[src/hw/rtl/rbs_pkg.sv]
// Shared types, widths and helpers for the ray/box slab intersect pipeline.
package rbs_pkg;

   localparam int COORD_W    = 24;
   localparam int DIR_W      = 16;
   localparam int SIZE_W     = 23;
   localparam int THR_W      = 15;
   localparam int DIST_W     = 32;
   localparam int BOUND_W    = COORD_W + 1;
   localparam int DIFF_W     = COORD_W + 2;
   localparam int FRAC_SHIFT = 10;
   localparam int NUM_W      = DIFF_W + FRAC_SHIFT;
   localparam int DVS_W      = DIR_W + 1;
   localparam int STEP_BITS  = 4;
   localparam int DIV_STAGES = NUM_W / STEP_BITS;
   localparam int T_W        = NUM_W + 2;
   localparam int HALF_W     = NUM_W / 2;
   localparam int PROD_W     = DIR_W + HALF_W + 1;
   localparam int SUM_W      = PROD_W + HALF_W + 1;
   localparam int LANES      = 4;

   localparam int LANE_XLO = 0;
   localparam int LANE_XHI = 1;
   localparam int LANE_YLO = 2;
   localparam int LANE_YHI = 3;

   localparam logic [THR_W-1:0] THR_RESET = THR_W'(1);

   typedef struct packed {
      logic signed [COORD_W-1:0] ray_origin_x;
      logic signed [COORD_W-1:0] ray_origin_y;
      logic signed [DIR_W-1:0]   ray_dir_x;
      logic signed [DIR_W-1:0]   ray_dir_y;
      logic signed [COORD_W-1:0] rect_x;
      logic signed [COORD_W-1:0] rect_y;
      logic [SIZE_W-1:0]         rect_width;
      logic [SIZE_W-1:0]         rect_height;
   } req_word_type;

   typedef struct packed {
      logic                      hit;
      logic [DIST_W-1:0]         distance;
      logic signed [COORD_W-1:0] point_x;
      logic signed [COORD_W-1:0] point_y;
   } rsp_word_type;

   // One restoring divider lane: quotient bits shift into num from the bottom.
   typedef struct packed {
      logic [DVS_W-1:0] rem;
      logic [NUM_W-1:0] num;
      logic [DVS_W-1:0] dvs;
      logic             neg;
   } div_lane_type;

   typedef struct packed {
      logic signed [COORD_W-1:0] ox;
      logic signed [COORD_W-1:0] oy;
      logic signed [DIR_W-1:0]   dx;
      logic signed [DIR_W-1:0]   dy;
      logic                      par_x;
      logic                      par_y;
      logic                      miss;
      div_lane_type [LANES-1:0]  lane;
   } div_word_type;

   typedef struct packed {
      logic signed [COORD_W-1:0]   ox;
      logic signed [COORD_W-1:0]   oy;
      logic signed [DIR_W-1:0]     dx;
      logic signed [DIR_W-1:0]     dy;
      logic                        par_x;
      logic                        par_y;
      logic                        miss;
      logic [LANES-1:0][T_W-1:0]   t;
   } fix_word_type;

   typedef struct packed {
      logic signed [COORD_W-1:0] ox;
      logic signed [COORD_W-1:0] oy;
      logic signed [DIR_W-1:0]   dx;
      logic signed [DIR_W-1:0]   dy;
      logic                      miss;
      logic [NUM_W-1:0]          tmin;
      logic signed [T_W-1:0]     tmax;
      logic                      tmax_unb;
   } comb_word_type;

   typedef struct packed {
      logic                      hit;
      logic [DIST_W-1:0]         t_entry;
      logic signed [COORD_W-1:0] ox;
      logic signed [COORD_W-1:0] oy;
      logic signed [PROD_W-1:0]  pl_x;
      logic signed [PROD_W-1:0]  ph_x;
      logic signed [PROD_W-1:0]  pl_y;
      logic signed [PROD_W-1:0]  ph_y;
   } prod_word_type;

   typedef struct packed {
      logic                      hit;
      logic [DIST_W-1:0]         t_entry;
      logic signed [COORD_W-1:0] ox;
      logic signed [COORD_W-1:0] oy;
      logic signed [SUM_W-1:0]   sum_x;
      logic signed [SUM_W-1:0]   sum_y;
   } sum_word_type;

   // Set up one divider lane for (bound - origin) * 1024 / dir.
   function automatic div_lane_type make_lane(input logic signed [DIFF_W-1:0] diff,
                                              input logic signed [DIR_W-1:0] dir);
      div_lane_type           l;
      logic [DIFF_W-1:0]      mag;
      logic [DVS_W-1:0]       dext;
      dext  = {dir[DIR_W-1], dir};
      mag   = diff[DIFF_W-1] ? DIFF_W'(-diff) : DIFF_W'(diff);
      l.rem = '0;
      l.num = {mag, {FRAC_SHIFT{1'b0}}};
      l.dvs = dir[DIR_W-1] ? DVS_W'(-dext) : dext;
      l.neg = diff[DIFF_W-1] ^ dir[DIR_W-1];
      return l;
   endfunction

endpackage

[src/hw/rtl/rbs_prep.sv]
// Front stage: slab bounds, parallel checks and divider lane setup.
module rbs_prep import rbs_pkg::*; (
   input  logic               clock,
   input  logic               reset,
   input  logic               en,
   input  logic               in_valid,
   input  req_word_type       in_word,
   input  logic [THR_W-1:0]   thr,
   output logic               out_valid,
   output div_word_type       out_word
);

   logic                       valid_ff;
   div_word_type               word_ff;
   div_word_type               word_in;
   logic signed [BOUND_W-1:0]  lo_x, hi_x, lo_y, hi_y, org_x, org_y;
   logic [DVS_W-1:0]           dmag_x, dmag_y, dext_x, dext_y;
   logic                       in_x, in_y;

   always_comb begin
      lo_x   = {in_word.rect_x[COORD_W-1], in_word.rect_x};
      lo_y   = {in_word.rect_y[COORD_W-1], in_word.rect_y};
      hi_x   = lo_x + $signed({2'b00, in_word.rect_width});
      hi_y   = lo_y + $signed({2'b00, in_word.rect_height});
      org_x  = {in_word.ray_origin_x[COORD_W-1], in_word.ray_origin_x};
      org_y  = {in_word.ray_origin_y[COORD_W-1], in_word.ray_origin_y};
      dext_x = {in_word.ray_dir_x[DIR_W-1], in_word.ray_dir_x};
      dext_y = {in_word.ray_dir_y[DIR_W-1], in_word.ray_dir_y};
      dmag_x = in_word.ray_dir_x[DIR_W-1] ? DVS_W'(-dext_x) : dext_x;
      dmag_y = in_word.ray_dir_y[DIR_W-1] ? DVS_W'(-dext_y) : dext_y;
      in_x   = (org_x >= lo_x) && (org_x <= hi_x);
      in_y   = (org_y >= lo_y) && (org_y <= hi_y);

      word_in.ox    = in_word.ray_origin_x;
      word_in.oy    = in_word.ray_origin_y;
      word_in.dx    = in_word.ray_dir_x;
      word_in.dy    = in_word.ray_dir_y;
      word_in.par_x = dmag_x <= {2'b00, thr};
      word_in.par_y = dmag_y <= {2'b00, thr};
      word_in.miss  = (word_in.par_x && !in_x) || (word_in.par_y && !in_y);
      word_in.lane[LANE_XLO] = make_lane({lo_x[BOUND_W-1], lo_x} - {org_x[BOUND_W-1], org_x},
                                         in_word.ray_dir_x);
      word_in.lane[LANE_XHI] = make_lane({hi_x[BOUND_W-1], hi_x} - {org_x[BOUND_W-1], org_x},
                                         in_word.ray_dir_x);
      word_in.lane[LANE_YLO] = make_lane({lo_y[BOUND_W-1], lo_y} - {org_y[BOUND_W-1], org_y},
                                         in_word.ray_dir_y);
      word_in.lane[LANE_YHI] = make_lane({hi_y[BOUND_W-1], hi_y} - {org_y[BOUND_W-1], org_y},
                                         in_word.ray_dir_y);
   end

   always_ff @(posedge clock) begin
      if (reset) begin
         valid_ff <= 1'b0;
      end else if (en) begin
         valid_ff <= in_valid;
      end
      if (en) begin
         word_ff <= word_in;
      end
   end

   assign out_valid = valid_ff;
   assign out_word  = word_ff;

endmodule

[config.mk]
export PLATFORM = sky130hd
export DESIGN_NAME = rbs_prep
export DESIGN_NICKNAME = d
export VERILOG_FILES = /design/src/hw/rtl/rbs_pkg.sv /design/src/hw/rtl/rbs_prep.sv
export SDC_FILE = /design/constraint.sdc
export NUM_CORES = 1
export LEC_CHECK = 0
export ABC_CLOCK_PERIOD_IN_PS = 5100
export BUFFER_PORTS_ARGS = -buffer_cell sky130_fd_sc_hd__buf_4
export CAP_MARGIN = 20
export CORE_AREA = 2 2 219 221
export DETAILED_ROUTE_END_ITERATION = 7
export DIE_AREA = 0 0 221 223
export HOLD_SLACK_MARGIN = 0.12
export PLACE_DENSITY_LB_ADDON = 0.12
export SETUP_SLACK_MARGIN = 0.2
export SKIP_LAST_GASP = 1
export SYNTH_ARGS = -nofsm -noshare
export SYNTH_HDL_FRONTEND = slang
export SYNTH_SLANG_ARGS = --single-unit
[constraint.sdc]
create_clock -name clock -period 5.1 [get_ports clock]
set_input_delay 0.765 -clock clock [delete_from_list [all_inputs] [get_ports clock]]
set_output_delay 0.765 -clock clock [all_outputs]
set_load 0.1 [all_outputs]
==> impl_metrics.toml, run 1 <==
[route]
drc = 0
num_vias = 16700
post_drt_wl_per_cell_um = 18.2
antenna_left = 0
drtPass1Iterations = 6
dr.first_iter.drc_count = 945
viasPerCell = 5.16
routed_wl_mm = 59.1

[synthesis]
yosysTopAreaCell = "edfxtp_1"
synth-async-reset-ratio = 0
syn_inst = 1962
synth_edf_count = 223
ys_warn_count = 0
synth.top_cell.area_share = 0.357
synth_ff_type = "edfxtp_1"
synth-seq-cells = 224
seq_area_frac_synth = 0.358
syn_avg_cell_area_um2 = 9.56
synthDistinctLibCells = 87
ys_top_cells_by_area = "edfxtp_1, ha_1, xnor2_1, buf_4, a21oi_1"
synthesis.area_mm2 = 0.0187

[finish]
syn2layout_area_growth_pct = 34.3
antenna_cells = 0
final_cell_mix = "buf_4, edfxtp_1, ha_1"
layout_commonest_cell = "buf_4"
final_core_util = 0.534
post_route_cells_drive_above_1_share = 0.316
layout.nets = 2991
final_cells = 3244

[critical_path]
r2r_start = "out_valid"
worstSetupStartpointType = "input port"
crit_fanout = 6
ff2ff_path_depth = 2
reg2reg_slack_ps = 4520
worstPathRequired_ps = 5380
critical_path_arrival_ps = 5100
end_kind = "flop"
reg2reg_to = "out_valid"
path_class = "in -> reg"

[cts]
clk-insertion-delay-late_ps = 540
cts_tree = "built"
cts_root_buf = "clkbuf_16"
cts_sinks = 224
clock_path_buffers = 3
hold_buffers = 0
numCtsBuffers = 27
path_clk_slew_ps = 60
h-tree-depth = 1

[worst_hold_path]
hp-class = "in -> reg"
hold-path-cell-count = 2
hold_path_end = "out_valid"
hp-start = "reset"

[floorplanning]
core_area_mm2 = 0.0471
initial_core_util = 0.398
io_pins = 561
num_rows = 80
die_y_um = 223
die_w_um = 221
die_area_mm2 = 0.0493

[timing]
finalHoldViolCount = 0
worst_pin_slew_ps = 814
max_clock_freq_mhz = 207
slew_viol_final = 0
tns_ps = 0
max_slew_margin = 0.458
final.hold.worst_slack_ps = 373
period_needed_ps = 4820
fin_skew_ps = 0
postLayoutSetupSlackWorst_ps = 279
finalCritPeriodShare = 0.945
setup-violations-final = 0
rsz0062_at_grt = "yes"

[global_route]
grt_max_degree = 98
gr-total-overflow = 0
grt_usage = 0.228
grt_pass1_wl_mm = 89.2
grt_pass1_vias = 16000
antenna_found_initial = 1

[flow_run]
drv_cap = 0

[placement]
dpl_worst_slack_ps = -493
dpl.cell_count = 3186
portBuffers = 452
dpl.hpwl_mm = 49.1
gp_congestion = 0.908

[power_and_ir_drop]
irDropWorstVdd_v = 0.000425
power.density_mw_per_mm2 = 475
p_leak_nw = 11.3

[run_status]
status = "complete, no violations"
==> cells by family after synthesis <==
family          Yosys count  share of synthesized area
xor+xnor                237                      0.111
compound gates          515                      0.176
simple gates            497                      0.135
other cells               1                   0.000200
fa+ha+maj               188                      0.128
mux                       6                    0.00340
buf+inv                 294                     0.0884
flops                   224                      0.358
==> metrics by stage <==
stage / power [mW] / area (um2)
6_report: 12.0 / 25200
5_1_grt: 12.5 / 25200
4_1_cts: 11.9 / 24900
3_5_place_dp: 9.93 / 23900
3_3_place_gp: 9.89 / 23900
2_1_floorplan: 8.05 / 19300
==> Yosys cell counts (4+ instances only) <==
| cell | number |
|---|---|
| or2_2 | 8 |
| and2_1 | 5 |
| inv_1 | 116 |
| or4_1 | 4 |
| o211ai_1 | 9 |
| o21bai_1 | 15 |
| a31oi_1 | 23 |
| o21ai_0 | 116 |
| nor4_1 | 10 |
| nor4b_1 | 6 |
| ha_1 | 182 |
| nand3b_1 | 4 |
| a2111oi_0 | 5 |
| edfxtp_1 | 223 |
| a21o_1 | 62 |
| a221oi_1 | 4 |
| o31a_1 | 11 |
| clkbuf_1 | 32 |
| buf_4 | 145 |
| xor2_1 | 71 |
| and3_1 | 20 |
| nand2_1 | 112 |
| o31ai_1 | 22 |
| nor2_1 | 139 |
| nand3_1 | 41 |
| nor3b_1 | 6 |
| o22ai_1 | 6 |
| a311oi_1 | 4 |
| a21oi_1 | 141 |
| or3_1 | 19 |
| nor3_1 | 28 |
| xnor2_1 | 166 |
| nand4_1 | 23 |
| a31o_2 | 4 |
| a211oi_1 | 15 |
| o21a_1 | 27 |
| nor2b_1 | 24 |
| a211o_1 | 6 |
| fa_1 | 6 |
| nand2b_1 | 25 |
| o41ai_1 | 10 |
==> worst max-delay path by stage <==
stage                      startpoint            end  slack [ps]  cells past startpoint
final                     in_word[24]  out_word[123]         280                     21
after global routing      in_word[24]  out_word[119]          90                     21
after CTS                 in_word[24]  out_word[119]         200                     21
after detailed placement  in_word[24]  out_word[121]        -490                     21
after global placement    in_word[24]  out_word[121]        -420                     21
after floorplan           in_word[24]  out_word[121]         -70                     20
==> worst max-delay path, stage by stage <==
cell and delay (ps):
buf_8 100, ha_4 220, a21o_1 160, a21oi_2 160, o21ai_2 70, a221o_2 420, a211o_1 280, a21o_1 170
a21o_1 160, a21oi_2 130, xnor2_1 140, ha_2 340, a21oi_2 170, o21bai_1 100, a211oi_2 190, a21bo_2 270
xor2_2 150, or3_4 350, or4b_4 530, o21ai_2 150, xnor2_1 70
==> final cells by class <==
cell class                      instances  area (um2)
Multi-Input combinational cell       1555       11200
Tap cell                              615         769
Timing Repair Buffer                  686        5190
Clock buffer                           31         691
Clock inverter                         17         166
Inverter                              116         435
Fill cell                            4364       22000
Sequential cell                       224        6720
==> where the power goes <==
group	switching (mW)	internal [mW]	leakage, nW	total [mW]
logic	5.19	2.21	8.72	7.40
registers	0.131	2.54	2.19	2.67
clock network	0.772	1.12	0.408	1.89
total	6.09	5.86	11.3	12.0
==> routing by layer <==
layer / up-vias / GRT usage / wire (um)
met1: 7942 / 0.294 / 25600
met3: 73 / 0.0366 / 3560
met2: 504 / 0.399 / 28700
met5: - / 0 / 0
met4: 0 / 0.0533 / 1230
li1: 8213 / - / -
==> flip-flops by register name, indices dropped and copies added, names as in the netlist <==
name,flops
out_word,223
out_valid,1
==> what timing repair did <==
action	4_1_cts	5_1_grt
endpoints found under the setup margin	9	53
pin swaps	10	37
setup buffers	3	7
resized for setup	11	69
No activity file was read; power rests on OpenSTA's default activity.
==> run 2: changes to the inputs <==
--- a/config.mk
+++ b/config.mk
@@ -5,7 +5,7 @@
 export SDC_FILE = /design/constraint.sdc
 export NUM_CORES = 1
 export LEC_CHECK = 0
-export ABC_CLOCK_PERIOD_IN_PS = 5100
+export ABC_CLOCK_PERIOD_IN_PS = 3900
 export BUFFER_PORTS_ARGS = -buffer_cell sky130_fd_sc_hd__buf_4
 export CAP_MARGIN = 20
 export CORE_AREA = 2 2 219 221
@@ -14,6 +14,7 @@
 export HOLD_SLACK_MARGIN = 0.12
 export PLACE_DENSITY_LB_ADDON = 0.12
 export SETUP_SLACK_MARGIN = 0.2
+export SKIP_CTS_REPAIR_TIMING = 1
 export SKIP_LAST_GASP = 1
 export SYNTH_ARGS = -nofsm -noshare
 export SYNTH_HDL_FRONTEND = slang
==> constraint.sdc (replaced) <==
create_clock -name clock -period 3.9 [get_ports clock]
set_input_delay 0.585 -clock clock [delete_from_list [all_inputs] [get_ports clock]]
set_output_delay 0.585 -clock clock [all_outputs]
set_load 0.1 [all_outputs]
==> run 2 against run 1 <==
The flow now finishes with violations (negative setup slack). Hold slack worse by 210 ps. Count of clock-buffer cells in the layout unchanged. Die area is the same. Critical path depth is the same. Combinational power up 42%. Utilization rose by 5.5 points. Sequential share of layout area fell by 2.5 points. Critical path type unchanged.
==> impl_metrics.toml, run 2 (synthesis results as in run 1) <==
[run_status]
status = "finished, violations left"
violations = "negative setup slack"

[critical_path]
crit_top_cell = "a21o_1"
r2r_start = "out_valid"
max_stage_delay_ps = 540
cp_slowest_cell = "or4b_4"
path_cells = "buf_8, ha_4, a21o_1, a21oi_2, o21ai_1, a221o_2, a211o_1, a21o_1, a21o_1, a21oi_2, xnor2_1, ha_2, and3_4, and3_4, a211oi_2, a21bo_2, xor2_2, or3_4, or4b_4, o21ai_2, xnor2_1"
crit_fanout = 6
worstPathRequired_ps = 4230
critPathBufInv = 1
ff2ff_path_depth = 2
end_kind = "flop"
critical_path_arrival_ps = 4990
cp_top_family = "compound AO/OA/AOI/OAI gates"
worstSetupStartpointType = "input port"
reg2reg_to = "out_valid"
path_class = "in -> reg"
reg2reg_slack_ps = 3310

[cts]
h-tree-depth = 1
path_clk_slew_ps = 70
cts_sinks = 224
clock_path_buffers = 3
cts_tree = "built"
clk-insertion-delay-late_ps = 570
cts_root_buf = "clkbuf_16"
numCtsBuffers = 27

[placement]
place_area_mm2 = 0.0259
dpl.hpwl_mm = 51.6
gp_congestion = 0.890
portBuffers = 452
dpl_worst_slack_ps = -1440

[route]
viasPerCell = 5.07
drtPass1Iterations = 6
drc = 0
dr.first_iter.drc_count = 918
post_drt_wl_per_cell_um = 18.0
routed_wl_mm = 62.7
num_vias = 17700
antenna_left = 0

[timing]
worst_pin_slew_ps = 767
slew_viol_final = 0
finalHoldViolCount = 0
fin_skew_ps = 0
finalCritPeriodShare = 1.20
rsz0062_at_grt = "yes"
max_slew_margin = 0.489
postLayoutSetupSlackWorst_ps = -762
period_needed_ps = 4660
setup-violations-final = 53
max_clock_freq_mhz = 215

[worst_hold_path]
hold_path_end = "out_valid"
hp-start = "reset"
hp-class = "in -> reg"
hold-path-cell-count = 2

[power_and_ir_drop]
power.density_mw_per_mm2 = 609
irDropWorstVdd_v = 0.000512
p_leak_nw = 12.8

[global_route]
grt_pass1_wl_mm = 94.6
antenna_found_initial = 3
gr-total-overflow = 0
grt_max_degree = 92
grt_pass1_vias = 17000
grt_usage = 0.241

[floorplanning]
io_pins = 561
initial_core_util = 0.398
num_rows = 80
die_area_mm2 = 0.0493
die_y_um = 223
core_area_mm2 = 0.0471
die_w_um = 221

[finish]
final_cell_mix = "buf_4, edfxtp_1, ha_1"
post_route_cells_drive_above_1_share = 0.402
layout.nets = 3238
largest_reg_flops = 223
seq_area_mm2 = 0.00672
multiInputGateArea_mm2 = 0.0117
layout_commonest_cell = "buf_4"
syn2layout_area_growth_pct = 48.2
design_area_mm2 = 0.0278
antenna_cells = 0
fillers = 4131

[flow_run]
drv_cap = 0
==> run 2: routing by layer <==
metal,global-route usage,vias up,routed length [um]
met5,0.0137,-,134
met4,0.0565,8,1420
met3,0.0446,81,3810
met2,0.408,547,29900
met1,0.319,8339,27500
li1,-,8716,-
==> run 2: report_power, final <==
group	total (mW)	switching (mW)	internal (mW)
Clock	2.83	1.09	1.74
Sequential	3.53	0.207	3.32
Combinational	10.5	7.07	3.48
==> run 2: stage by stage <==
stage,std cells,TNS (ps),hold slack (ps),util,power (mW)
finish,3492,-26190,168,0.589,16.9
global route,3492,-37980,155,0.589,17.7
CTS,3467,-35300,153,0.570,16.5
detailed placement,3418,-67730,538,0.549,13.6
global placement,3418,-65060,475,0.549,13.6
floorplan,2073,-36390,657,-,10.6
==> run 2: final cells by class <==
type / count / share of cell area
Clock buffer: 31 / 0.0249
Timing Repair Buffer: 932 / 0.258
Clock inverter: 18 / 0.0104
Tap cell: 615 / 0.0277
Multi-Input combinational cell: 1556 / 0.422
Inverter: 116 / 0.0158
Sequential cell: 224 / 0.242
==> run 2: worst max path at each step <==
stage	start	slack (ps)	cells after the start	end
3_3_place_gp	in_word[24]	-1390	21	out_word[121]
6_report	in_word[24]	-760	21	out_word[121]
4_1_cts	in_word[24]	-870	21	out_word[121]
5_1_grt	in_word[24]	-910	21	out_word[121]
3_5_place_dp	in_word[24]	-1440	21	out_word[121]
2_1_floorplan	in_word[24]	-1090	20	out_word[121]
