### src/hw/rtl/rbs_pkg.sv
// Shared types, widths and helpers for the ray/box slab intersect pipeline.
package rbs_pkg;

   localparam int COORD_W    = 24;
   localparam int DIR_W      = 16;
   localparam int SIZE_W     = 23;
   localparam int THR_W      = 15;
   localparam int DIST_W     = 32;
   localparam int BOUND_W    = COORD_W + 1;
   localparam int DIFF_W     = COORD_W + 2;
   localparam int FRAC_SHIFT = 10;
   localparam int NUM_W      = DIFF_W + FRAC_SHIFT;
   localparam int DVS_W      = DIR_W + 1;
   localparam int STEP_BITS  = 4;
   localparam int DIV_STAGES = NUM_W / STEP_BITS;
   localparam int T_W        = NUM_W + 2;
   localparam int HALF_W     = NUM_W / 2;
   localparam int PROD_W     = DIR_W + HALF_W + 1;
   localparam int SUM_W      = PROD_W + HALF_W + 1;
   localparam int LANES      = 4;

   localparam int LANE_XLO = 0;
   localparam int LANE_XHI = 1;
   localparam int LANE_YLO = 2;
   localparam int LANE_YHI = 3;

   localparam logic [THR_W-1:0] THR_RESET = THR_W'(1);

   typedef struct packed {
      logic signed [COORD_W-1:0] ray_origin_x;
      logic signed [COORD_W-1:0] ray_origin_y;
      logic signed [DIR_W-1:0]   ray_dir_x;
      logic signed [DIR_W-1:0]   ray_dir_y;
      logic signed [COORD_W-1:0] rect_x;
      logic signed [COORD_W-1:0] rect_y;
      logic [SIZE_W-1:0]         rect_width;
      logic [SIZE_W-1:0]         rect_height;
   } req_word_type;

   typedef struct packed {
      logic                      hit;
      logic [DIST_W-1:0]         distance;
      logic signed [COORD_W-1:0] point_x;
      logic signed [COORD_W-1:0] point_y;
   } rsp_word_type;

   // One restoring divider lane: quotient bits shift into num from the bottom.
   typedef struct packed {
      logic [DVS_W-1:0] rem;
      logic [NUM_W-1:0] num;
      logic [DVS_W-1:0] dvs;
      logic             neg;
   } div_lane_type;

   typedef struct packed {
      logic signed [COORD_W-1:0] ox;
      logic signed [COORD_W-1:0] oy;
      logic signed [DIR_W-1:0]   dx;
      logic signed [DIR_W-1:0]   dy;
      logic                      par_x;
      logic                      par_y;
      logic                      miss;
      div_lane_type [LANES-1:0]  lane;
   } div_word_type;

   typedef struct packed {
      logic signed [COORD_W-1:0]   ox;
      logic signed [COORD_W-1:0]   oy;
      logic signed [DIR_W-1:0]     dx;
      logic signed [DIR_W-1:0]     dy;
      logic                        par_x;
      logic                        par_y;
      logic                        miss;
      logic [LANES-1:0][T_W-1:0]   t;
   } fix_word_type;

   typedef struct packed {
      logic signed [COORD_W-1:0] ox;
      logic signed [COORD_W-1:0] oy;
      logic signed [DIR_W-1:0]   dx;
      logic signed [DIR_W-1:0]   dy;
      logic                      miss;
      logic [NUM_W-1:0]          tmin;
      logic signed [T_W-1:0]     tmax;
      logic                      tmax_unb;
   } comb_word_type;

   typedef struct packed {
      logic                      hit;
      logic [DIST_W-1:0]         t_entry;
      logic signed [COORD_W-1:0] ox;
      logic signed [COORD_W-1:0] oy;
      logic signed [PROD_W-1:0]  pl_x;
      logic signed [PROD_W-1:0]  ph_x;
      logic signed [PROD_W-1:0]  pl_y;
      logic signed [PROD_W-1:0]  ph_y;
   } prod_word_type;

   typedef struct packed {
      logic                      hit;
      logic [DIST_W-1:0]         t_entry;
      logic signed [COORD_W-1:0] ox;
      logic signed [COORD_W-1:0] oy;
      logic signed [SUM_W-1:0]   sum_x;
      logic signed [SUM_W-1:0]   sum_y;
   } sum_word_type;

   // Set up one divider lane for (bound - origin) * 1024 / dir.
   function automatic div_lane_type make_lane(input logic signed [DIFF_W-1:0] diff,
                                              input logic signed [DIR_W-1:0] dir);
      div_lane_type           l;
      logic [DIFF_W-1:0]      mag;
      logic [DVS_W-1:0]       dext;
      dext  = {dir[DIR_W-1], dir};
      mag   = diff[DIFF_W-1] ? DIFF_W'(-diff) : DIFF_W'(diff);
      l.rem = '0;
      l.num = {mag, {FRAC_SHIFT{1'b0}}};
      l.dvs = dir[DIR_W-1] ? DVS_W'(-dext) : dext;
      l.neg = diff[DIFF_W-1] ^ dir[DIR_W-1];
      return l;
   endfunction

endpackage

### src/hw/rtl/rbs_div_stage.sv
// One divider stage: STEP_BITS restoring quotient bits on all four lanes.
module rbs_div_stage import rbs_pkg::*; (
   input  logic          clock,
   input  logic          reset,
   input  logic          en,
   input  logic          in_valid,
   input  div_word_type  in_word,
   output logic          out_valid,
   output div_word_type  out_word
);

   logic          valid_ff;
   div_word_type  word_ff;
   div_word_type  word_in;
   logic [DVS_W:0]   sh;
   logic [DVS_W-1:0] r;
   logic [NUM_W-1:0] n;

   always_comb begin
      word_in = in_word;
      sh = '0;
      r  = '0;
      n  = '0;
      for (int l = 0; l < LANES; l++) begin
         r = in_word.lane[l].rem;
         n = in_word.lane[l].num;
         for (int k = 0; k < STEP_BITS; k++) begin
            sh = {r, n[NUM_W-1]};
            n  = {n[NUM_W-2:0], 1'b0};
            if (sh >= {1'b0, in_word.lane[l].dvs}) begin
               sh   = sh - {1'b0, in_word.lane[l].dvs};
               n[0] = 1'b1;
            end
            r = sh[DVS_W-1:0];
         end
         word_in.lane[l].rem = r;
         word_in.lane[l].num = n;
      end
   end

   always_ff @(posedge clock) begin
      if (reset) begin
         valid_ff <= 1'b0;
      end else if (en) begin
         valid_ff <= in_valid;
      end
      if (en) begin
         word_ff <= word_in;
      end
   end

   assign out_valid = valid_ff;
   assign out_word  = word_ff;

endmodule

### config.mk
export PLATFORM = sky130hd
export DESIGN_NAME = rbs_div_stage
export DESIGN_NICKNAME = d
export VERILOG_FILES = /design/src/hw/rtl/rbs_pkg.sv /design/src/hw/rtl/rbs_div_stage.sv
export SDC_FILE = /design/constraint.sdc
export NUM_CORES = 1
export LEC_CHECK = 0
export BUFFER_PORTS_ARGS = -buffer_cell sky130_fd_sc_hd__buf_2
export CAP_MARGIN = 0
export CORE_AREA = 2 2 286 288
export CTS_BUF_LIST = sky130_fd_sc_hd__clkbuf_16
export DETAILED_ROUTE_END_ITERATION = 10
export DIE_AREA = 0 0 288 290
export GPL_TIMING_DRIVEN = 0
export PLACE_DENSITY = 0.57
export SYNTH_ARGS = -nofsm -noshare
export SYNTH_HDL_FRONTEND = slang
export SYNTH_SLANG_ARGS = --single-unit
### constraint.sdc
create_clock -name clock -period 16.6 [get_ports clock]
set_input_delay 2.49 -clock clock [delete_from_list [all_inputs] [get_ports clock]]
set_output_delay 2.49 -clock clock [all_outputs]
set_load 0.02 [all_outputs]
==> impl_metrics.csv, run 1 <==
group,metric,value,unit
outcome,status,"completed",
floorplan,dieArea,83500,µm²
floorplan,chipWidth,288,µm
hold_path,hp-start,"out_valid",
clocking,cts_sinks,368,
logic_synthesis,synth_top_cell_by_area,"edfxtp_1",
timing,final.setup.tns,0,ns
worst_setup_path,cp-end-kind,"register",
worst_setup_path,max_stage_delay,0.54,ns
finish,syn_to_final_growth,23.9,%
place,hpwl,69700,µm
finish,drive_above_1_share,0.288,
timing,min_period_over_period,0.908,
worst_setup_path,r2r_slack,16.02,ns
floorplan,design.portCount,739,
logic_synthesis,synth_nets,3208,
logic_synthesis,synth_cell_types,86,
timing,timing.final.max_slew_violations,0,
pwr,sw_frac_of_total,0.436,
pwr,p_leak,14.7,nW
worst_setup_path,crit_type,"in2reg",
hold_path,hold_end,"out_valid",
global_route,grt_pass1_wl,129000,µm
logic_synthesis,syn_inst,2549,
pwr,clock_power_share,0.126,
hold_path,hold_class,"reg2reg",
logic_synthesis,synth_top_cell_area_share,0.412,
clocking,cts_buffers,43,
logic_synthesis,avgSynthCellArea,10.5,µm²
finish,layout.nets,3994,
finish,postLayoutCoreUtil,0.414,
finish,final_common_cell,"buf_2",
clocking,post_cts_buffers,0,
logic_synthesis,ys_seq_area_frac,0.412,
pwr,combPwrFrac,0.673,
clocking,htreeDepth,2,
floorplan,die_y,290,µm
pwr,p_seq_frac,0.201,
global_route,grt_max_degree,116,
timing,period_minus_slack,15.07,ns
finish,final_cell_mix,"747 x buf_2, 367 x edfxtp_1, 272 x ha_1, 208 x a21oi_1, 175 x nor2_1",
logic_synthesis,synth_area,26800,µm²
worst_setup_path,worstPathBufferInverterCount,9,
timing,hold_viol,0,
floorplan,row_count,104,
logic_synthesis,synth_edf_count,367,
route,wirelength,84900,µm
worst_setup_path,crit_fanout,10,
clocking,ctsHoldBuffers,0,
worst_setup_path,critPathLaunchType,"primary input",
timing,fin_ws,1.53,ns
global_route,grt_usage,0.196,
logic_synthesis,synth_ff_type,"edfxtp_1",
route,drc,0,
run,maxCapViolCount,0,
worst_setup_path,r2r_cells,2,
worst_setup_path,required,16.86,ns
worst_setup_path,path_delay_family,"compound AO/OA/AOI/OAI gates",
place,io_buffers,738,
place,post-place-ws,1.01,ns
clocking,clk_path_buf_depth,3,
logic_synthesis,synthTopCellsByArea,"edfxtp_1 41%, ha_1 13%, mux2_2 4.6%, xnor2_1 4.4%, a21oi_1 3.9%",
worst_setup_path,r2r-end,"out_valid",
global_route,grt_overflow,0,
route,wl_per_cell,19.2,µm
clocking,cts_tree,"done",
timing,rsz0062_at_grt,"no",
hold_path,holdPathStages,2,
clocking,cts_resized,0,
global_route,antenna_found_initial,19,
clocking,cts-root-buf,"clkbuf_16",
route,ant_nets,0,
clocking,clk_pin_slew_worst_paths,0.05,ns
timing,slew_headroom,0.504,
pwr,internal_power,3.94,mW
worst_setup_path,cp.arrival,15.33,ns
worst_setup_path,crit-reg2reg-launch,"out_valid",
logic_synthesis,yosysWarningCount,0,
route,first_pass_iters,5,
pwr,ir_worst_vdd,0.000113,V
global_route,first_global_vias,22309,
route,vias,22604,
route,vias_per_cell,5.10,
place,place.gp.congestion,0.914,
timing,finalClockSkew,0,ns
worst_setup_path,slowest_stage,"o41ai_1",
floorplan,core-area,80200,µm²
pwr,p_sw,3.05,mW
timing,fmax,66.4,MHz
timing,finalSetupViolCount,0,
route,drt_iter0_markers,1058,
worst_setup_path,cp_common_cell,"a21oi_1",
timing,tightestPinTransition,0.734,ns
pwr,power_density,211,nW/µm²
logic_synthesis,ys_ff_latch,368,
logic_synthesis,synth-async-reset-ratio,0,
clocking,clkLatencyLatePin,0.56,ns
floorplan,start_util,0.334,
==> synth_stat cells (23+ instances only) <==
cell type	instances
edfxtp_1	367
ha_1	272
a21oi_1	208
nor2_1	175
inv_1	167
nand2_1	158
o21ai_0	158
xnor2_1	136
mux2_2	110
a21o_1	75
xor2_1	63
o21a_1	47
nor3_1	42
nor2b_1	38
nand4_1	37
nand2b_1	36
nand3_1	34
o21bai_1	26
mux2i_1	25
clkbuf_1	24
a211oi_1	23
or3_1	23
==> final cells by class <==
type	count	area, µm²
well taps	1060	1330
clock buffers	43	1080
inverters	170	638
repair buffers	741	3790
diodes	9	22.5
multi-input cells	1969	14900
fillers	7890	47000
flip-flops and latches	368	11000
plain buffers	42	220
clock inverters	27	195
==> routing by layer <==
| metal | wire (µm) | share of wire | GRT usage | up-vias |
|---|---|---|---|---|
| met5 | 149 | 0.0018 | 0.00523 | - |
| met4 | 1880 | 0.022 | 0.0521 | 16 |
| met3 | 6080 | 0.072 | 0.0494 | 107 |
| met2 | 40100 | 0.47 | 0.328 | 649 |
| met1 | 36800 | 0.43 | 0.250 | 10646 |
| li1 | - | - | - | 11186 |
==> state kept, by name, summed over array words and instances (netlist names) <==
name and flops:
out_word 367, out_valid 1
==> cell families (layout without fill, tap and decap cells) <==
family / Yosys count / in the layout / share of synthesized area
mux: 161 / 161 / 0.0686
flops: 368 / 368 / 0.412
xor+xnor: 199 / 199 / 0.0651
other cells: 0 / 9 / 0
fa+ha+maj: 288 / 288 / 0.139
simple gates: 603 / 603 / 0.108
compound gates: 718 / 718 / 0.175
buf+inv: 212 / 1023 / 0.0321
==> tightest hold or removal path, stage by stage (launching register included) <==
cell,delay (ns)
dfxtp_1,0.33
mux2i_1,0.06
nor2_1,0.08
==> how the worst max path moves through the flow <==
stage	from	end	cells after the start
after floorplan	in_word[266]	out_word[276]	45
after global placement	in_word[13]	out_word[56]	45
after detailed placement	in_word[2]	out_word[56]	46
after CTS	in_word[2]	out_word[56]	46
after global routing	in_word[13]	out_word[56]	45
final	in_word[9]	out_word[56]	45
==> power by group through the flow <==
stage | Combinational, mW | Clock (mW) | Sequential [mW]
floorplan | 3.33 | 0 | 1.64
global placement | 4.68 | 0 | 1.43
detailed placement | 4.68 | 0 | 1.43
CTS | 4.72 | 0.915 | 1.41
global route | 5.21 | 0.945 | 1.42
finish | 4.71 | 0.879 | 1.41
==> through the flow <==
| stage | power, mW | area (µm²) | instances | hold WS, ns |
|---|---|---|---|---|
| after floorplan | 4.96 | 26800 | 2549 | 0.579 |
| after global placement | 6.12 | 31800 | 4347 | 0.475 |
| after detailed placement | 6.11 | 31900 | 4350 | 0.515 |
| after CTS | 7.04 | 33200 | 4420 | 0.528 |
| after global routing | 7.57 | 33200 | 4428 | 0.555 |
| final | 7.00 | 33200 | 4429 | 0.514 |
No activity file was read; power rests on OpenSTA's default activity.
==> run 2: changes to the inputs <==
--- a/config.mk
+++ b/config.mk
@@ -8,11 +8,11 @@
 export BUFFER_PORTS_ARGS = -buffer_cell sky130_fd_sc_hd__buf_2
 export CAP_MARGIN = 0
 export CORE_AREA = 2 2 286 288
-export CTS_BUF_LIST = sky130_fd_sc_hd__clkbuf_16
 export DETAILED_ROUTE_END_ITERATION = 10
 export DIE_AREA = 0 0 288 290
 export GPL_TIMING_DRIVEN = 0
 export PLACE_DENSITY = 0.57
+export SETUP_SLACK_MARGIN = 0.2
 export SYNTH_ARGS = -nofsm -noshare
 export SYNTH_HDL_FRONTEND = slang
 export SYNTH_SLANG_ARGS = --single-unit
==> impl_metrics.csv, run 2 (synthesis gave the netlist of run 1 again) <==
group,metric,value,unit
finish,fillers,7890,
timing,tightestPinTransition,0.733,ns
pwr,internal_power,3.95,mW
finish,syn_to_final_growth,23.9,%
timing,fmax,66.4,MHz
finish,largest_register_ffs,367,
route,vias,22605,
place,dp.cells,4350,
floorplan,dieArea,83500,µm²
worst_setup_path,r2r_slack,16.02,ns
place,io_buffers,738,
clocking,cts-root-buf,"clkbuf_16",
clocking,clkLatencyLatePin,0.56,ns
outcome,status,"completed",
route,vias_per_cell,5.10,
finish,layout.nets,3994,
timing,fin_ws,1.53,ns
pwr,ir_worst_vdd,0.000113,V
hold_path,hold_class,"reg2reg",
route,drc,0,
route,wirelength,85000,µm
worst_setup_path,cp.arrival,15.32,ns
finish,final_common_cell,"buf_2",
floorplan,row_count,104,
finish,final_cell_mix,"747 x buf_2, 367 x edfxtp_1, 272 x ha_1, 208 x a21oi_1, 175 x nor2_1",
finish,stdcell_count,4429,
worst_setup_path,cp-end-kind,"register",
route,first_pass_iters,5,
timing,rsz0062_at_grt,"no",
pwr,power_density,211,nW/µm²
worst_setup_path,max_stage_delay,0.54,ns
global_route,first_global_vias,22309,
floorplan,die_y,290,µm
timing,final.setup.tns,0,ns
clocking,cts_buffers,43,
timing,timing.final.max_slew_violations,0,
clocking,post_cts_buffers,0,
floorplan,start_util,0.334,
floorplan,design.portCount,739,
clocking,ctsHoldBuffers,0,
pwr,clock_power_share,0.126,
floorplan,core-area,80200,µm²
worst_setup_path,required,16.86,ns
finish,multi_input_area,14900,µm²
timing,finalClockSkew,0,ns
clocking,cts_sinks,368,
place,post-place-ws,1.01,ns
route,drt_iter0_markers,1057,
global_route,grt_usage,0.196,
pwr,p_sw,3.05,mW
finish,regArea,11000,µm²
place,place.gp.congestion,0.914,
place,hpwl,69700,µm
clocking,clk_path_buf_depth,3,
worst_setup_path,crit_type,"in2reg",
timing,min_period_over_period,0.908,
global_route,grt_overflow,0,
pwr,p_leak,14.7,nW
floorplan,chipWidth,288,µm
timing,slew_headroom,0.505,
pwr,combPwrFrac,0.673,
worst_setup_path,crit_fanout,10,
finish,drive_above_1_share,0.288,
pwr,sw_frac_of_total,0.436,
worst_setup_path,cp_common_cell,"a21oi_1",
timing,period_minus_slack,15.07,ns
route,ant_nets,0,
timing,finalSetupViolCount,0,
clocking,cts_resized,0,
clocking,htreeDepth,2,
clocking,clk_pin_slew_worst_paths,0.05,ns
timing,hold_viol,0,
route,wl_per_cell,19.2,µm
clocking,cts_tree,"done",
pwr,p_seq_frac,0.201,
worst_setup_path,slowest_stage,"o41ai_1",
global_route,grt_pass1_wl,129000,µm
run,maxCapViolCount,0,
global_route,grt_max_degree,116,
global_route,antenna_found_initial,19,
worst_setup_path,critPathLaunchType,"primary input",
-- run 2: changes by cell type in the layout (fill, tap and decap cells not counted), sizes merged --
cell	delta
clkbuf	+6
inv	-6
-- run 2: final timing paths --
kind	from	to	cells after the start
min reg2reg	out_valid	out_valid	2
max	in_word[9]	out_word[56]	45
max reg2reg	out_valid	out_valid	2
min	out_valid	out_valid	2
-- run 2: metrics by stage --
step	hold slack (ns)	util	cell area (µm²)	total power [mW]
6_report	0.514	0.414	33200	7.00
3_5_place_dp	0.515	0.398	31900	6.11
4_1_cts	0.528	0.414	33200	7.05
2_1_floorplan	0.579	-	26800	4.96
5_1_grt	0.555	0.414	33200	7.58
3_3_place_gp	0.475	0.397	31800	6.12
-- run 2: power by group through the flow --
stage | Sequential, mW | Clock (mW) | Combinational [mW]
floorplan | 1.64 | 0 | 3.33
global placement | 1.43 | 0 | 4.68
detailed placement | 1.43 | 0 | 4.68
CTS | 1.41 | 0.918 | 4.72
global route | 1.42 | 0.948 | 5.21
finish | 1.41 | 0.883 | 4.71
-- run 2: area by class of cell --
cell class / count / area share
clock inverter: 21 / 0.00520
inverter: 170 / 0.0192
antenna: 9 / 0.000679
multi-input combinational: 1969 / 0.448
timing repair buffer: 741 / 0.114
buffer: 42 / 0.00664
clock buffer: 49 / 0.0331
sequential: 368 / 0.333
tap: 1060 / 0.0400
-- run 2: metal layers --
layer | part of all wire | vias to the layer above | wire [µm] | track usage
li1 | - | 11188 | - | -
met1 | 0.43 | 10646 | 36800 | 0.250
met2 | 0.47 | 650 | 40100 | 0.328
met3 | 0.072 | 105 | 6090 | 0.0494
met4 | 0.022 | 16 | 1850 | 0.0521
met5 | 0.0018 | - | 149 | 0.00523
-- run 2: critical path: cells and delay by family --
kind	cells	cell delay, ns
compound gates	19	4.69
simple gates	11	2.90
buf+inv	9	2.72
fa+ha+maj	4	1.66
mux	2	0.85
==> run 3: changes to the inputs <==
--- a/config.mk
+++ b/config.mk
@@ -7,11 +7,12 @@
 export LEC_CHECK = 0
 export BUFFER_PORTS_ARGS = -buffer_cell sky130_fd_sc_hd__buf_2
 export CAP_MARGIN = 0
-export CORE_AREA = 2 2 286 288
+export CORE_AREA = 2 2 291 293
+export CTS_BUF_LIST = sky130_fd_sc_hd__clkbuf_4
 export DETAILED_ROUTE_END_ITERATION = 10
-export DIE_AREA = 0 0 288 290
+export DIE_AREA = 0 0 293 295
 export GPL_TIMING_DRIVEN = 0
-export PLACE_DENSITY = 0.57
+export PLACE_DENSITY = 0.56
 export SETUP_SLACK_MARGIN = 0.2
 export SYNTH_ARGS = -nofsm -noshare
 export SYNTH_HDL_FRONTEND = slang
==> impl_metrics.csv, run 3 (synthesis gave the netlist of run 1 again) <==
group,metric,value,unit
finish,syn_to_final_growth,24.0,%
route,vias,23043,
floorplan,chipWidth,293,µm
worst_setup_path,crit_type,"in2reg",
clocking,post_cts_buffers,0,
finish,fillers,8382,
timing,slew_headroom,0.341,
worst_setup_path,r2r_slack,16.01,ns
global_route,grt_overflow,0,
global_route,grt_max_degree,126,
pwr,internal_power,3.85,mW
place,hpwl,75400,µm
timing,min_period_over_period,0.887,
global_route,grt_usage,0.205,
floorplan,row_count,106,
timing,final.setup.tns,0,ns
worst_setup_path,required,17.22,ns
worst_setup_path,r2r-end,"out_valid",
finish,final_cell_mix,"747 x buf_2, 367 x edfxtp_1, 272 x ha_1, 208 x a21oi_1, 175 x nor2_1",
worst_setup_path,cp-end-kind,"register",
timing,fmax,68.0,MHz
hold_path,hold_class,"reg2reg",
finish,final_common_cell,"buf_2",
pwr,clock_power_share,0.121,
clocking,cts_tree,"done",
finish,layout.nets,4055,
pwr,p_leak,14.8,nW
pwr,p_sw,3.08,mW
route,ant_nets,0,
worst_setup_path,crit_fanout,10,
hold_path,holdPathStages,2,
pwr,total_power,6.93,mW
worst_setup_path,r2r_cells,2,
floorplan,dieArea,86400,µm²
route,drc,0,
timing,timing.final.max_slew_violations,0,
place,io_buffers,738,
timing,finalClockSkew,0,ns
global_route,grt_pass1_wl,134000,µm
route,wl_per_cell,20.2,µm
route,drt_iter0_markers,1274,
clocking,cts-root-buf,"clkbuf_4",
outcome,status,"completed",
pwr,sw_frac_of_total,0.444,
pwr,combPwrFrac,0.675,
clocking,clk_path_buf_depth,3,
finish,largest_register_ffs,367,
timing,period_minus_slack,14.72,ns
place,place.gp.congestion,0.948,
worst_setup_path,cp.arrival,15.34,ns
timing,tightestPinTransition,0.976,ns
floorplan,die_y,295,µm
hold_path,hold_end,"out_valid",
clocking,cts_buffers,104,
clocking,clk_pin_slew_worst_paths,0.06,ns
worst_setup_path,critPathLaunchType,"primary input",
global_route,antenna_found_initial,22,
pwr,power_density,209,nW/µm²
pwr,p_seq_frac,0.204,
clocking,htreeDepth,3,
clocking,clkLatencyLatePin,0.96,ns
worst_setup_path,max_stage_delay,0.57,ns
floorplan,design.portCount,739,
worst_setup_path,crit-reg2reg-launch,"out_valid",
global_route,first_global_vias,22234,
route,wirelength,92000,µm
clocking,cts_resized,0,
route,first_pass_iters,7,
floorplan,core-area,83200,µm²
run,maxCapViolCount,0,
pwr,ir_worst_vdd,0.000118,V
floorplan,start_util,0.322,
clocking,cts_sinks,368,
clocking,ctsHoldBuffers,0,
timing,rsz0062_at_grt,"no",
timing,whs,0.519,ns
worst_setup_path,slowest_stage,"o41ai_1",
timing,hold_viol,0,
hold_path,hp-start,"out_valid",
finish,drive_above_1_share,0.310,
timing,finalSetupViolCount,0,
route,vias_per_cell,5.06,
==> run 3: changes by cell type in the layout (fill, tap and decap cells not counted) <==
cell,before,now
clkinv_2,3,8
clkbuf_4,0,146
clkinv_8,2,1
inv_6,1,5
bufinv_16,2,0
diode_2,9,7
clkbuf_1,30,24
clkbuf_16,43,0
clkinvlp_4,2,0
clkinv_1,12,21
inv_8,0,1
==> run 3: critical path, delay by kind of cell <==
kind / cells / cell delay [ns]
buffers and inverters: 10 / 2.86
and+or+nand+nor: 10 / 2.43
AOI/OAI and AO/OA: 22 / 5.51
adders and majority gates: 4 / 1.70
muxes: 1 / 0.31
==> run 3: layout make-up <==
class                      instances  area (µm²)  area share
multi-input combinational       1969       14900       0.448
sequential                       368       11000       0.332
timing repair buffer             741        3790       0.114
tap                             1080        1350      0.0407
clock buffer                     146        1100      0.0330
inverter                         170         638      0.0192
buffer                            42         220     0.00663
clock inverter                    35         186     0.00561
antenna                            7        17.5    0.000527
==> run 3: through the flow <==
| step | instance area [µm²] | util | setup slack (ns) | std cells |
|---|---|---|---|---|
| global route | 33200 | 0.399 | 1.12 | 4554 |
| global placement | 31800 | 0.383 | 0.959 | 4367 |
| finish | 33200 | 0.399 | 1.88 | 4558 |
| floorplan | 26800 | - | 4.01 | 2549 |
| detailed placement | 31900 | 0.384 | 1.08 | 4370 |
| CTS | 33200 | 0.399 | 2.14 | 4551 |
==> run 3: how the worst max path moves through the flow <==
stage	startpoint	endpoint	slack, ns	cells past startpoint
3_5_place_dp	in_word[2]	out_word[56]	1.08	47
4_1_cts	in_word[13]	out_word[56]	2.14	45
6_report	in_word[2]	out_word[56]	1.88	47
5_1_grt	in_word[13]	out_word[56]	1.12	45
2_1_floorplan	in_word[266]	out_word[276]	4.01	45
3_3_place_gp	in_word[13]	out_word[56]	0.96	45
==> run 3: power by group through the flow <==
stage | registers, mW | clock network, mW | logic (mW)
after global routing | 1.43 | 0.925 | 5.16
final | 1.41 | 0.839 | 4.68
after CTS | 1.42 | 0.889 | 4.67
after floorplan | 1.64 | 0 | 3.33
after detailed placement | 1.43 | 0 | 4.63
after global placement | 1.44 | 0 | 4.63
==> run 3: routing by layer <==
metal	wire [µm]	part of all wire	global-route usage	vias up
met4	2930	0.032	0.0806	22
met2	40200	0.44	0.320	818
li1	-	-	-	11369
met5	130	0.0014	0	-
met1	41100	0.45	0.266	10695
met3	7720	0.084	0.0622	139
